--- config.mk ---
export PLATFORM = sky130hd
export DESIGN_NAME = pid_temperature_controller
export DESIGN_NICKNAME = d
export VERILOG_FILES = /design/src/rtl/core/ptc_pkg.sv /design/src/rtl/core/ptc_mul.sv /design/src/rtl/core/ptc_div.sv /design/src/rtl/core/pid_temperature_controller.sv
export VERILOG_INCLUDE_DIRS = /design/src /design/src/rtl/core
export SDC_FILE = /design/constraint.sdc
export NUM_CORES = 2
export LEC_CHECK = 0
export BUFFER_PORTS_ARGS = -buffer_cell sky130_fd_sc_hd__buf_4
export CAP_MARGIN = 20
export CORE_MARGIN = 2
export CORE_UTILIZATION = 45
export DETAILED_ROUTE_END_ITERATION = 7
export PLACE_DENSITY = 0.68
export SYNTH_ARGS = -nofsm -noshare
export SYNTH_HDL_FRONTEND = slang
export SYNTH_SLANG_ARGS = --single-unit
--- constraint.sdc ---
create_clock -name i_clk -period 24.5 [get_ports i_clk]
set_input_delay 3.675 -clock i_clk [delete_from_list [all_inputs] [get_ports i_clk]]
set_output_delay 3.675 -clock i_clk [all_outputs]
set_load 0.005 [all_outputs]
--- src/rtl/core/pid_temperature_controller_defines.svh ---
// Assertion macros used by the top RTL file of the temperature controller.
// Each macro takes a label, the clock, the active-low reset, a condition
// and a consequence.
`ifndef PID_TEMPERATURE_CONTROLLER_DEFINES_SVH
`define PID_TEMPERATURE_CONTROLLER_DEFINES_SVH

`ifndef SYNTHESIS
`define PTC_ASSERT_IMP(lbl, clk, rst_n, ante, cons) \
    lbl: assert property (@(posedge clk) disable iff (!rst_n) (ante) |-> (cons)) \
        else $error("ptc assertion failed");
`define PTC_ASSERT_NXT(lbl, clk, rst_n, ante, cons) \
    lbl: assert property (@(posedge clk) disable iff (!rst_n) (ante) |=> (cons)) \
        else $error("ptc assertion failed");
`else
`define PTC_ASSERT_IMP(lbl, clk, rst_n, ante, cons)
`define PTC_ASSERT_NXT(lbl, clk, rst_n, ante, cons)
`endif

`endif

--- src/rtl/core/ptc_pkg.sv ---
`default_nettype none

package ptc_pkg;

    localparam int PW = 66;
    localparam int YW = 16;
    localparam int DW = 36;
    localparam int QW = 38;

    localparam int P_SCALE     = 1000;
    localparam int I_SCALE     = 1000000;
    localparam int LIMIT_RESET = 15000;

    localparam int CFG_IW = 3;
    localparam int CFG_DW = 21;

    localparam logic [CFG_IW-1:0] CFG_SETPOINT = 3'd0;
    localparam logic [CFG_IW-1:0] CFG_GAIN_P   = 3'd1;
    localparam logic [CFG_IW-1:0] CFG_GAIN_I   = 3'd2;
    localparam logic [CFG_IW-1:0] CFG_GAIN_D   = 3'd3;
    localparam logic [CFG_IW-1:0] CFG_WINDOW   = 3'd4;
    localparam logic [CFG_IW-1:0] CFG_LIMIT    = 3'd5;

    typedef struct packed {
        logic signed [20:0] measured_temp;
        logic        [15:0] elapsed_ms;
    } t_in_item;

    typedef struct packed {
        logic signed [31:0] drive;
        logic               in_window;
    } t_out_item;

    typedef struct packed {
        logic load;
        logic clr;
        logic sub;
    } t_mul_ctl;

endpackage

`default_nettype wire

--- src/rtl/core/ptc_mul.sv ---
`default_nettype none

// Shift-and-add multiplier: one multiplier bit per cycle, optional subtract.
module ptc_mul (
    input  wire logic                     i_clk,
    input  wire logic                     i_rst_n,
    input  wire ptc_pkg::t_mul_ctl        i_ctl,
    input  wire logic [ptc_pkg::PW-1:0]   i_mcand,
    input  wire logic [ptc_pkg::YW-1:0]   i_mplier,
    output logic      [ptc_pkg::PW-1:0]   o_prod,
    output logic                          o_busy
);

    logic [ptc_pkg::PW-1:0] r_mcand;
    logic [ptc_pkg::PW-1:0] r_prod;
    logic [ptc_pkg::YW-1:0] r_mplier;
    logic                   r_sub;

    always_ff @(posedge i_clk) begin
        if (!i_rst_n) begin
            r_mplier <= '0;
        end else if (i_ctl.load) begin
            r_mplier <= i_mplier;
        end else begin
            r_mplier <= r_mplier >> 1;
        end
    end

    always_ff @(posedge i_clk) begin
        if (i_ctl.load) begin
            r_mcand <= i_mcand;
            r_sub   <= i_ctl.sub;
            if (i_ctl.clr) begin
                r_prod <= '0;
            end
        end else begin
            r_mcand <= r_mcand << 1;
            if (r_mplier[0]) begin
                r_prod <= r_sub ? (r_prod - r_mcand) : (r_prod + r_mcand);
            end
        end
    end

    assign o_prod = r_prod;
    assign o_busy = |r_mplier;

endmodule

`default_nettype wire

--- src/rtl/core/ptc_div.sv ---
`default_nettype none

// Restoring divider: signed dividend, unsigned divisor, one quotient bit per
// cycle. The quotient magnitude must fit in QW bits.
module ptc_div (
    input  wire logic                     i_clk,
    input  wire logic                     i_rst_n,
    input  wire logic                     i_start,
    input  wire logic [ptc_pkg::PW-1:0]   i_num,
    input  wire logic [ptc_pkg::DW-1:0]   i_den,
    output logic      [ptc_pkg::QW-1:0]   o_quo,
    output logic                          o_neg,
    output logic                          o_busy
);

    localparam int CW = $clog2(ptc_pkg::QW + 1);
    localparam int HW = ptc_pkg::PW - ptc_pkg::QW;

    logic [CW-1:0]            r_cnt;
    logic [ptc_pkg::DW-1:0]   r_rem;
    logic [ptc_pkg::QW-1:0]   r_quo;
    logic                     r_neg;
    logic [ptc_pkg::PW-1:0]   w_mag;
    logic [ptc_pkg::DW:0]     w_trial;
    logic [ptc_pkg::DW:0]     w_diff;
    logic                     w_ge;

    assign w_mag   = i_num[ptc_pkg::PW-1] ? (~i_num + 1'b1) : i_num;
    assign w_trial = {r_rem, r_quo[ptc_pkg::QW-1]};
    assign w_diff  = w_trial - {1'b0, i_den};
    assign w_ge    = (w_trial >= {1'b0, i_den});

    always_ff @(posedge i_clk) begin
        if (!i_rst_n) begin
            r_cnt <= '0;
        end else if (i_start) begin
            r_cnt <= CW'(ptc_pkg::QW);
        end else if (r_cnt != '0) begin
            r_cnt <= r_cnt - 1'b1;
        end
    end

    always_ff @(posedge i_clk) begin
        if (i_start) begin
            r_rem <= {{(ptc_pkg::DW-HW){1'b0}}, w_mag[ptc_pkg::PW-1:ptc_pkg::QW]};
            r_quo <= w_mag[ptc_pkg::QW-1:0];
            r_neg <= i_num[ptc_pkg::PW-1];
        end else if (r_cnt != '0) begin
            r_rem <= w_ge ? w_diff[ptc_pkg::DW-1:0] : w_trial[ptc_pkg::DW-1:0];
            r_quo <= {r_quo[ptc_pkg::QW-2:0], w_ge};
        end
    end

    assign o_quo  = r_quo;
    assign o_neg  = r_neg;
    assign o_busy = (r_cnt != '0);

endmodule

`default_nettype wire

--- src/rtl/core/pid_temperature_controller.sv ---
// One channel of a PID temperature controller with an integrator clamp.
// Input channel (i_in_valid, o_in_ready, i_in_data) carries the measured
// temperature in millikelvin and the milliseconds since the last sample.
// Output channel (o_out_valid, i_out_ready, o_out_data) returns the drive
// command, saturated to 32 bits, and the in-window flag; one result per input.
// Configuration is written through i_cfg_we, i_cfg_idx and i_cfg_data while
// the block is idle; writes take effect at once.
// One item is handled at a time. Between the input transfer and a valid
// result the block runs up to seven shift-and-add multiplies on one shared
// unit and a 38-step restoring divide.
// The result sits in an output register, so the next input is taken while
// it waits; if the receiver stalls and a second result is ready, the block
// holds it and accepts no new input until the output register frees up.
// Reset clears the integral and previous error, sets the gains, setpoint and
// window to zero and the integral limit to 15000, and empties the output.
`default_nettype none
`include "pid_temperature_controller_defines.svh"

module pid_temperature_controller (
    input  wire logic                          i_clk,
    input  wire logic                          i_rst_n,
    input  wire logic                          i_in_valid,
    output logic                               o_in_ready,
    input  wire ptc_pkg::t_in_item             i_in_data,
    output logic                               o_out_valid,
    input  wire logic                          i_out_ready,
    output ptc_pkg::t_out_item                 o_out_data,
    input  wire logic                          i_cfg_we,
    input  wire logic [ptc_pkg::CFG_IW-1:0]    i_cfg_idx,
    input  wire logic [ptc_pkg::CFG_DW-1:0]    i_cfg_data
);

    typedef enum logic [11:0] {
        ST_IDLE  = 12'b0000_0000_0001,
        ST_INT   = 12'b0000_0000_0010,
        ST_SAT   = 12'b0000_0000_0100,
        ST_LIM   = 12'b0000_0000_1000,
        ST_CLAMP = 12'b0000_0001_0000,
        ST_PROP  = 12'b0000_0010_0000,
        ST_KSC   = 12'b0000_0100_0000,
        ST_INTG  = 12'b0000_1000_0000,
        ST_TSC   = 12'b0001_0000_0000,
        ST_DER   = 12'b0010_0000_0000,
        ST_DIV   = 12'b0100_0000_0000,
        ST_OUT   = 12'b1000_0000_0000
    } t_state;

    localparam int PW = ptc_pkg::PW;
    localparam int YW = ptc_pkg::YW;
    localparam int DW = ptc_pkg::DW;
    localparam int QW = ptc_pkg::QW;

    logic signed [20:0]  r_setpoint;
    logic signed [15:0]  r_gain_p;
    logic signed [15:0]  r_gain_i;
    logic signed [15:0]  r_gain_d;
    logic        [15:0]  r_window;
    logic        [15:0]  r_limit;

    t_state              r_state;
    t_state              n_state;
    logic                r_ld;
    logic                n_ld;
    logic                r_out_valid;
    logic                n_out_valid;
    ptc_pkg::t_out_item  r_out;

    logic signed [21:0]  r_prev;
    logic signed [31:0]  r_integ;
    logic signed [31:0]  r_acc;
    logic signed [21:0]  r_err;
    logic signed [22:0]  r_derr;
    logic        [15:0]  r_dt;
    logic                r_win;
    logic        [DW-1:0] r_den;

    logic                w_accept;
    logic signed [21:0]  w_err;
    logic signed [22:0]  w_derr;
    logic        [21:0]  w_err_mag;
    logic        [15:0]  w_dte;
    logic        [15:0]  w_abs_gp;
    logic        [15:0]  w_abs_gi;
    logic        [15:0]  w_abs_gd;
    logic signed [43:0]  w_derr_sc;
    logic        [DW-1:0] w_den;
    logic signed [38:0]  w_isum;
    logic signed [31:0]  w_isat;
    logic signed [32:0]  w_lim_pos;
    logic signed [32:0]  w_lim_neg;
    logic signed [31:0]  w_iclamp;
    logic        [31:0]  w_drive;
    logic                w_clamp_on;
    logic                w_integ_in;

    ptc_pkg::t_mul_ctl   w_mul_ctl;
    logic [PW-1:0]       w_mcand;
    logic [YW-1:0]       w_mplier;
    logic [PW-1:0]       w_prod;
    logic                w_mul_busy;
    logic                w_div_start;
    logic [QW-1:0]       w_quo;
    logic                w_quo_neg;
    logic                w_div_busy;
    logic                w_is_mul;
    logic                w_is_div;
    t_state              w_after;

    always_ff @(posedge i_clk) begin
        if (!i_rst_n) begin
            r_setpoint <= '0;
            r_gain_p   <= '0;
            r_gain_i   <= '0;
            r_gain_d   <= '0;
            r_window   <= '0;
            r_limit    <= 16'(ptc_pkg::LIMIT_RESET);
        end else if (i_cfg_we) begin
            unique case (i_cfg_idx)
                ptc_pkg::CFG_SETPOINT: r_setpoint <= i_cfg_data;
                ptc_pkg::CFG_GAIN_P:   r_gain_p   <= i_cfg_data[15:0];
                ptc_pkg::CFG_GAIN_I:   r_gain_i   <= i_cfg_data[15:0];
                ptc_pkg::CFG_GAIN_D:   r_gain_d   <= i_cfg_data[15:0];
                ptc_pkg::CFG_WINDOW:   r_window   <= i_cfg_data[15:0];
                ptc_pkg::CFG_LIMIT:    r_limit    <= i_cfg_data[15:0];
                default: begin
                end
            endcase
        end
    end

    assign w_accept  = i_in_valid && o_in_ready;
    assign w_err     = {r_setpoint[20], r_setpoint}
                     - {i_in_data.measured_temp[20], i_in_data.measured_temp};
    assign w_derr    = {w_err[21], w_err} - {r_prev[21], r_prev};
    assign w_err_mag = w_err[21] ? (~w_err + 1'b1) : w_err;

    assign w_dte     = (r_dt == '0) ? 16'd1 : r_dt;
    assign w_abs_gp  = r_gain_p[15] ? (~r_gain_p + 1'b1) : r_gain_p;
    assign w_abs_gi  = r_gain_i[15] ? (~r_gain_i + 1'b1) : r_gain_i;
    assign w_abs_gd  = r_gain_d[15] ? (~r_gain_d + 1'b1) : r_gain_d;
    assign w_derr_sc = $signed({{21{r_derr[22]}}, r_derr}) * $signed(44'(ptc_pkg::I_SCALE));
    assign w_den     = {{(DW-16){1'b0}}, w_dte} * DW'(ptc_pkg::I_SCALE);

    assign w_isum    = $signed({{7{r_integ[31]}}, r_integ}) + $signed(w_prod[38:0]);
    assign w_isat    = (w_isum[38:31] == {8{w_isum[38]}}) ? w_isum[31:0]
                     : (w_isum[38] ? 32'sh8000_0000 : 32'sh7FFF_FFFF);

    assign w_lim_pos = $signed({1'b0, w_prod[31:0]});
    assign w_lim_neg = -w_lim_pos;

    always_comb begin
        w_iclamp = r_acc;
        if (r_gain_i != '0) begin
            if (r_acc > w_lim_pos) begin
                w_iclamp = w_lim_pos[31:0];
            end else if (r_acc < w_lim_neg) begin
                w_iclamp = w_lim_neg[31:0];
            end
        end
    end

    always_comb begin
        if (w_quo_neg) begin
            if ((|w_quo[QW-1:32]) || (w_quo[31] && (|w_quo[30:0]))) begin
                w_drive = 32'h8000_0000;
            end else begin
                w_drive = ~w_quo[31:0] + 1'b1;
            end
        end else begin
            if (|w_quo[QW-1:31]) begin
                w_drive = 32'h7FFF_FFFF;
            end else begin
                w_drive = w_quo[31:0];
            end
        end
    end

    always_comb begin
        n_state     = r_state;
        n_ld        = r_ld;
        n_out_valid = r_out_valid && !i_out_ready;
        w_mul_ctl   = '{load: 1'b0, clr: 1'b1, sub: 1'b0};
        w_mcand     = '0;
        w_mplier    = '0;
        w_div_start = 1'b0;
        w_is_mul    = 1'b0;
        w_is_div    = 1'b0;
        w_after     = ST_IDLE;
        unique case (r_state)
            ST_IDLE: begin
                if (w_accept) begin
                    n_state = ST_INT;
                    n_ld    = 1'b1;
                end
            end
            ST_INT: begin
                w_is_mul = 1'b1;
                w_after  = ST_SAT;
                w_mcand  = {{(PW-22){r_err[21]}}, r_err};
                w_mplier = r_dt;
            end
            ST_SAT: begin
                n_state = ST_LIM;
                n_ld    = 1'b1;
            end
            ST_LIM: begin
                w_is_mul = 1'b1;
                w_after  = ST_CLAMP;
                w_mcand  = {{(PW-16){1'b0}}, r_limit};
                w_mplier = w_abs_gi;
            end
            ST_CLAMP: begin
                n_state = ST_PROP;
                n_ld    = 1'b1;
            end
            ST_PROP: begin
                w_is_mul      = 1'b1;
                w_after       = ST_KSC;
                w_mcand       = {{(PW-22){r_err[21]}}, r_err};
                w_mplier      = w_abs_gp;
                w_mul_ctl.sub = r_gain_p[15];
            end
            ST_KSC: begin
                w_is_mul = 1'b1;
                w_after  = ST_INTG;
                w_mcand  = w_prod;
                w_mplier = YW'(ptc_pkg::P_SCALE);
            end
            ST_INTG: begin
                w_is_mul      = 1'b1;
                w_after       = ST_TSC;
                w_mcand       = {{(PW-32){r_acc[31]}}, r_acc};
                w_mplier      = w_abs_gi;
                w_mul_ctl.sub = r_gain_i[15];
                w_mul_ctl.clr = 1'b0;
            end
            ST_TSC: begin
                w_is_mul = 1'b1;
                w_after  = (r_dt != '0) ? ST_DER : ST_DIV;
                w_mcand  = w_prod;
                w_mplier = w_dte;
            end
            ST_DER: begin
                w_is_mul      = 1'b1;
                w_after       = ST_DIV;
                w_mcand       = {{(PW-44){w_derr_sc[43]}}, w_derr_sc};
                w_mplier      = w_abs_gd;
                w_mul_ctl.sub = r_gain_d[15];
                w_mul_ctl.clr = 1'b0;
            end
            ST_DIV: begin
                w_is_div = 1'b1;
                w_after  = ST_OUT;
            end
            ST_OUT: begin
                if (!r_out_valid || i_out_ready) begin
                    n_out_valid = 1'b1;
                    n_state     = ST_IDLE;
                end
            end
            default: begin
                n_state = ST_IDLE;
            end
        endcase
        if (w_is_mul || w_is_div) begin
            if (r_ld) begin
                w_mul_ctl.load = w_is_mul;
                w_div_start    = w_is_div;
                n_ld           = 1'b0;
            end else if (!(w_is_mul ? w_mul_busy : w_div_busy)) begin
                n_state = w_after;
                n_ld    = 1'b1;
            end
        end
    end

    always_ff @(posedge i_clk) begin
        if (!i_rst_n) begin
            r_state     <= ST_IDLE;
            r_ld        <= 1'b1;
            r_out_valid <= 1'b0;
            r_prev      <= '0;
            r_integ     <= '0;
        end else begin
            r_state     <= n_state;
            r_ld        <= n_ld;
            r_out_valid <= n_out_valid;
            if (w_accept) begin
                r_prev <= w_err;
            end
            if (r_state == ST_CLAMP) begin
                r_integ <= w_iclamp;
            end
        end
    end

    always_ff @(posedge i_clk) begin
        if (w_accept) begin
            r_err  <= w_err;
            r_derr <= w_derr;
            r_dt   <= i_in_data.elapsed_ms;
            r_win  <= (w_err_mag < {6'd0, r_window});
        end
        if (r_state == ST_SAT) begin
            r_acc <= w_isat;
            r_den <= w_den;
        end
        if (r_state == ST_CLAMP) begin
            r_acc <= w_iclamp;
        end
        if ((r_state == ST_OUT) && (!r_out_valid || i_out_ready)) begin
            r_out.drive     <= w_drive;
            r_out.in_window <= r_win;
        end
    end

    ptc_mul u_mul (
        .i_clk    (i_clk),
        .i_rst_n  (i_rst_n),
        .i_ctl    (w_mul_ctl),
        .i_mcand  (w_mcand),
        .i_mplier (w_mplier),
        .o_prod   (w_prod),
        .o_busy   (w_mul_busy)
    );

    ptc_div u_div (
        .i_clk   (i_clk),
        .i_rst_n (i_rst_n),
        .i_start (w_div_start),
        .i_num   (w_prod),
        .i_den   (r_den),
        .o_quo   (w_quo),
        .o_neg   (w_quo_neg),
        .o_busy  (w_div_busy)
    );

    assign o_in_ready  = (r_state == ST_IDLE);
    assign o_out_valid = r_out_valid;
    assign o_out_data  = r_out;

    assign w_clamp_on = (r_state == ST_CLAMP) && (r_gain_i != 16'sd0);
    assign w_integ_in = (r_integ <= w_lim_pos) && (r_integ >= w_lim_neg);

    `PTC_ASSERT_NXT(a_accept_starts, i_clk, i_rst_n, w_accept, r_state == ST_INT)
    `PTC_ASSERT_IMP(a_mul_load_idle, i_clk, i_rst_n, w_mul_ctl.load, !w_mul_busy)
    `PTC_ASSERT_IMP(a_div_start_idle, i_clk, i_rst_n, w_div_start, !w_div_busy && !w_mul_busy)
    `PTC_ASSERT_NXT(a_integral_bound, i_clk, i_rst_n, w_clamp_on, w_integ_in)

endmodule

`default_nettype wire

Word level (Yosys, flattened, before mapping)
Cells that the tools add are included.
Widths: inputs -> output; s select.
{"block": "totals", "reg_bits": 556, "latchBits": 0, "ram_bits": 0, "mem_bits_ro": 0, "inputBits": 66, "out_inout_bits": 35, "word_cells": 168, "mem_count": 0}
{"block": "classes", "addsub": 14, "n_mul": 2, "div_mod_pow": 0, "order_cmp": 4, "eq_ne": 19, "shifts": 0, "mux": 54, "bitwise_logic": 7, "reduce_logical": 37}
{"cell": "$mux 66", "count": 6}
{"cell": "$pmux 66 s5", "count": 1}
{"cell": "$mux 32", "count": 10}
{"cell": "$pmux 12 s8", "count": 1}
{"cell": "$pmux 16 s6", "count": 1}
{"cell": "$mux 38", "count": 2}
{"cell": "$add 66x1->66 const B", "count": 1}
{"cell": "$add 66x66->66", "count": 1}
{"cell": "$not 66->66", "count": 1}
{"cell": "$sub 66x66->66", "count": 1}
{"cell": "$mux 16", "count": 4}
{"cell": "$mux 12", "count": 5}
{"cell": "$pmux 12 s5", "count": 1}
{"cell": "$mux 28", "count": 2}
{"cell": "$add 16x1->16 const B", "count": 3}
{"cell": "$not 16->16", "count": 3}
{"cell": "$add 32x39->39", "count": 1}
{"cell": "$mul 23x15->38 const B", "count": 1}
{"cell": "$ge 37x36->1", "count": 1}
{"cell": "$mux 36", "count": 1}
{"cell": "$sub 36x36->36", "count": 1}
{"cell": "$gt 32x33->1", "count": 1}
{"cell": "$lt 32x33->1", "count": 1}
{"cell": "$neg 32->33", "count": 1}
{"cell": "49 further kinds", "count": 86}

Logic depth before layout (Yosys ltp)
{"block": "depth", "ltp_word": 7, "depth_mapped": 29, "mapped_depth_nobuf": 28}

By module
Synthesis repeated with hierarchy kept, for this count alone.
{"block": "unflattened", "cells_unflattened": 5834, "hier_area_um2": 50274.5}
{"mod": "pid_temperature_controller", "instances": 1, "cells_per_inst": 3809, "area_per_inst_um2": 32707.6, "seq_area_each_um2": 8097.8}
{"mod": "ptc_mul", "instances": 1, "cells_per_inst": 1166, "area_per_inst_um2": 10441.3, "seq_area_each_um2": 3653.5}
{"mod": "ptc_div", "instances": 1, "cells_per_inst": 859, "area_per_inst_um2": 7125.6, "seq_area_each_um2": 2292.2}

Least setup slack after synthesis
OpenSTA, ideal clock, no wires.
{"block": "synth_timing", "kind": "input -> register", "startpoint": "input port i_in_data[17] in the netlist's numbering", "endpoint": "register r_win (data pin)", "setup_time_ns": 0.134, "t_arrival_ns": 7.965, "slack_ns": 16.402, "cell_stages": 25, "path_buffers": 1, "path_cell_list": "inv_1 > ha_1 > nor2b_1 > o31a_1 > o31a_1 > o211a_1 > or3_1 > a21oi_1 > a31oi_1 > nand2_1 > a41oi_1 > inv_1 > clkbuf_1 > o21ai_0 > xnor2_1 > ha_1 > a21o_1 > a21o_1 > a21oi_1 > nor2b_1 > o21ai_0 > a31oi_1 > o21a_1 > a311oi_1 > and4_1"}
{"block": "synth_between", "elab_chain_len": 5}
{"item": "start: declaration", "line": "pid_temperature_controller.sv:24", "text": "input wire ptc_pkg::t_in_item i_in_data,"}
{"item": "$sub 21x21->22 (*)", "line": "pid_temperature_controller.sv:133", "text": "- {i_in_data.measured_temp[20], i_in_data.measured_temp};"}
{"item": "named net w_err[21]", "line": "pid_temperature_controller.sv:78", "text": "logic signed [21:0] w_err;"}
{"item": "$not 22->22", "line": "pid_temperature_controller.sv:135", "text": "assign w_err_mag = w_err[21] ? (~w_err + 1'b1) : w_err;"}
{"item": "$add 22x1->22", "line": "pid_temperature_controller.sv:135"}
{"item": "$mux 22 (*)", "line": "pid_temperature_controller.sv:135"}
{"item": "$lt 22x16->1 (*)", "line": "pid_temperature_controller.sv:302", "text": "r_win <= (w_err_mag < {6'd0, r_window});"}
{"item": "end signal: assignment", "line": "pid_temperature_controller.sv:302"}
{"item": "end: declaration", "line": "pid_temperature_controller.sv:74", "text": "logic r_win;"}
Mark *: on every way through the listed nets, which the timed path passes. The rest lies on a longest branch.
A chain may end at the register's enable or synchronous reset.

Worst setup path in the final report
{"block": "layout_timing", "startpoint": "register r_dt[14]", "endpoint": "register r_den[35] (data pin)"}
{"block": "layout_between", "elab_chain_len": 3}
{"item": "start: declaration", "line": "pid_temperature_controller.sv:73", "text": "logic [15:0] r_dt;"}
{"item": "start signal: assignment", "line": "pid_temperature_controller.sv:301", "text": "r_dt <= i_in_data.elapsed_ms;"}
{"item": "$logic_not 16->1", "line": "pid_temperature_controller.sv:137", "text": "assign w_dte = (r_dt == '0) ? 16'd1 : r_dt;"}
{"item": "$mux 16 (*)", "line": "pid_temperature_controller.sv:137"}
{"item": "$mul 16x14->30 (*)", "line": "pid_temperature_controller.sv:142", "text": "assign w_den = {{(DW-16){1'b0}}, w_dte} * DW'(ptc_pkg::I_SCALE);"}
{"item": "named net w_den[35]", "line": "pid_temperature_controller.sv:86", "text": "logic [DW-1:0] w_den;"}
{"item": "end signal: assignment", "line": "pid_temperature_controller.sv:306", "text": "r_den <= w_den;"}
{"item": "end: declaration", "line": "pid_temperature_controller.sv:75", "text": "logic [DW-1:0] r_den;"}
Marked as above.

==> impl_metrics.tcl <==
set metrics [dict create \
    status "complete, no violations" \
    antenna_found_initial 5 \
    grt_pass1_vias 39300 \
    netlist_area_um2 48000 \
    period_share 0.338 \
    layout.nets 6349 \
    ant_nets 0 \
    cts_buffers 61 \
    grt_pass1_wl_um 219000 \
    gp_congestion 0.962 \
    path_class "flop to flop" \
    hold_viol 0 \
    ys.flop_type "edfxtp_1" \
    rsz0062_at_grt "no" \
    synth-edff-count 291 \
    setup_viol 0 \
    rows 119 \
    synthArstFlopShare 0 \
    ys_ff_latch 556 \
    initialDrtViolationCount 4087 \
    layout_setup_ws_ns 16.22 \
    drt-met1-wl_um 62000 \
    wl_per_cell_um 19.8 \
    vias 41200 \
    area_growth_pct 8.57 \
    dr_wl_met2_um 61500 \
    start_util 0.455 \
    maxCapViolCount 0 \
    fp.dieH_um 331 \
    coreArea_um2 106000 \
    yosys_warnings 0 \
    synth_seq_area_share 0.293 \
    clock_path_buffers 3 \
    syn-mean-instance-area_um2 8.57 \
    synthXorXnorAreaFrac 0.0743 \
    leakage_uw 0.0226 \
    synth_top_family_by_area "adder cells" \
    crit_buf_inv 4 \
    slowest_stage "a2111oi_0" \
    grt.total_usage 0.252 \
    crit_path_max_fanout 13 \
    cp_data_required_time_ns 24.89 \
    skew_ns 0.0536 \
    die_w_um 331 \
    placed_cells 6909 \
    peakVddDrop_mv 0.314 \
    synth-compound-area-share 0.195 \
    fin_util 0.494 \
    io_buffers 100 \
    slew_headroom 0.246 \
    place_ws_ns 15.75 \
    final_max_slew_viol_count 0 \
    synth_nets 6367 \
    clkSlewWorstSetupHoldPaths_ns 0.06 \
    max_stage_delay_ns 0.66 \
    cts_root_buffer "clkbuf_16" \
    min_period_ns 8.28 \
    cts_max_level 2 \
    first_pass_iters 6 \
    wl_um 139000 \
    topRoutingLayerUsed "met5" \
    cts_resized 0 \
    startpoint_type "flop" \
    hpwlAfterDp_um 107000 \
    endpoint_kind "flop" \
    hold_class "flop to flop" \
    worst_slew_pin_slew_ns 1.12 \
    drive_gt1_frac 0.0553 \
    muxShareOfSynthArea 0.00480 \
    die_area_um2 109000 \
    power.density_nw_per_um2 157 \
    vias_per_cell 5.86 \
    fill_cells 9976 \
    crit_family "adder cells" \
    tritoncts "yes" \
    clk_latency_ns 0.69 \
    cts.sinks 556 \
    clock.fmax_ghz 0.121 \
    worst_ep_arrival_time_ns 8.67 \
    cts_setup_buffers 0 \
    drc_errors 0 \
    synthAdderAreaFrac 0.207 \
    synthSimpleGateAreaFrac 0.170 \
    wl_met3_um 10700 \
    globalRouteOverflowTotal 0 \
    final_cells 7028 \
    grt_max_degree 99 \
    io_pins 101 \
    diodes 0 \
    holdBufCountCts 0 \
    setup_tns_ns 0 \
    synthCells 5602 \
    synth.distinct_cells 87 \
]
[cell usage in the layout, fill, tap and decap left out, drive strengths merged, types with 16 or more instances in the layout]
| cell | netlist | final |
|---|---|---|
| o31a | 16 | 16 |
| a21o | 121 | 121 |
| buf | 19 | 142 |
| nor2b | 53 | 53 |
| a211oi | 78 | 78 |
| clkbuf | 205 | 89 |
| or2 | 28 | 28 |
| dfxtp | 265 | 265 |
| nor3b | 32 | 32 |
| and3 | 36 | 36 |
| xor2 | 125 | 125 |
| o31ai | 41 | 41 |
| ha | 541 | 541 |
| o211ai | 33 | 33 |
| a31oi | 35 | 35 |
| edfxtp | 291 | 291 |
| nand2b | 58 | 58 |
| nor3 | 104 | 104 |
| nor4 | 55 | 55 |
| or3 | 44 | 44 |
| nand2 | 655 | 655 |
| or4 | 29 | 29 |
| clkinv | 2 | 20 |
| xnor2 | 282 | 282 |
| a221oi | 34 | 34 |
| o21a | 56 | 56 |
| a21oi | 470 | 470 |
| and2 | 25 | 25 |
| fa | 158 | 158 |
| inv | 486 | 488 |
| nand4 | 35 | 35 |
| nand3 | 74 | 74 |
| o22ai | 46 | 46 |
| o21ai | 289 | 289 |
| nor2 | 463 | 463 |
| o211a | 32 | 32 |
| o311ai | 32 | 32 |
| mux2i | 23 | 23 |
| o21bai | 25 | 25 |
[state kept, by name, summed over array words and instances (netlist names), 21 cells and up]
| name | flops |
|---|---|
| u_mul.o_prod | 66 |
| u_mul.r_mcand | 66 |
| u_div.o_quo | 38 |
| u_div.r_rem | 36 |
| o_out_data | 33 |
| r_acc | 32 |
| r_integ | 32 |
| r_den | 30 |
| r_derr | 23 |
| r_err | 22 |
| r_prev | 22 |
| r_setpoint | 21 |
[final timing paths]
check	start	slack [ns]	cells after the start	endpoint
worst max-delay path	r_dt[14]	16.22	27	r_den[35]
worst min-delay path	r_win	0.43	0	o_out_data[0]
worst max register to register	r_dt[14]	16.22	27	r_den[35]
worst min register to register	r_win	0.43	0	o_out_data[0]
[power by group]
part / total, µW / internal, µW / switching (µW)
registers: 1450 / 1270 / 184
clock network: 924 / 510 / 414
logic: 5800 / 2330 / 3470
[worst register-to-register path, stage by stage, from the launching register on]
cell and delay, ns:
edfxtp_1 0.48, inv_1 0.13, ha_1 0.16, nor4b_1 0.23, nand3_1 0.45, nand2_1 0.28
inv_1 0.14, ha_1 0.21, or2_2 0.30, fa_1 0.51, fa_1 0.58, fa_1 0.43
ha_1 0.28, inv_1 0.05, fa_1 0.49, inv_1 0.04, ha_1 0.35, nand2_1 0.09
nor2_1 0.04, a21oi_1 0.12, o31ai_1 0.13, o41ai_1 0.62, o21ai_0 0.26, or4_1 0.46
and3_1 0.16, a2111oi_0 0.66, a21oi_1 0.19, xnor2_1 0.16
[layout make-up]
cell class,count,area (µm²),area share
repair buffers,143,1090,0.0210
clock inverters,28,288,0.00552
well taps,1391,1740,0.0334
multi-input cells,4334,31400,0.603
flip-flops and latches,556,14000,0.269
clock buffers,88,1710,0.0328
inverters,488,1840,0.0352
[cell families (layout without fill, tap and decap cells)]
kind of cell               after synthesis  count (layout)
and+or+nand+nor                       1743            1743
AOI/OAI and AO/OA                     1462            1462
buffers and inverters                  712             747
adders and majority gates              699             699
DFF                                    556             556
xor gates and xnor gates               407             407
muxes                                   23              23
[cell usage after synthesis, drive strengths merged, types with 19 or more instances]
cell	count	area, µm²
buf	19	72.6
o22ai	46	288
nand3	74	370
clkbuf	205	769
ha	541	6770
a31oi	35	219
a211oi	78	586
nor2	463	1740
o211ai	33	248
edfxtp	291	8740
a221oi	34	298
inv	486	1820
nor2b	53	332
nor3	104	537
fa	158	3160
nor3b	32	245
a21oi	470	2350
xnor2	282	2470
nand4	35	225
or3	44	305
o311ai	32	280
and3	36	225
nor4	55	363
o31ai	41	308
xor2	125	1090
nand2	655	2460
or2	28	175
nand2b	58	370
a21o	121	908
o21bai	25	188
mux2i	23	230
o21ai	289	1450
and2	25	156
dfxtp	265	5310
o21a	56	420
or4	29	221
o211a	32	320
[metal layers]
metal	vias to the layer above	track usage
met3	247	0.0357
met4	4	0.0825
met2	1498	0.400
li1	19900	-
met5	-	0
met1	19600	0.351
[stage by stage]
stage / hold WS, ns / power, µW / instance area [µm²]
after floorplan: 0.400 / 5610 / 48000
after global placement: 0.405 / 7110 / 50100
after detailed placement: 0.413 / 7180 / 50100
after CTS: 0.429 / 8160 / 52100
after global routing: 0.432 / 8960 / 52100
final: 0.429 / 8180 / 52100
(Power assumes the default switching activity.)
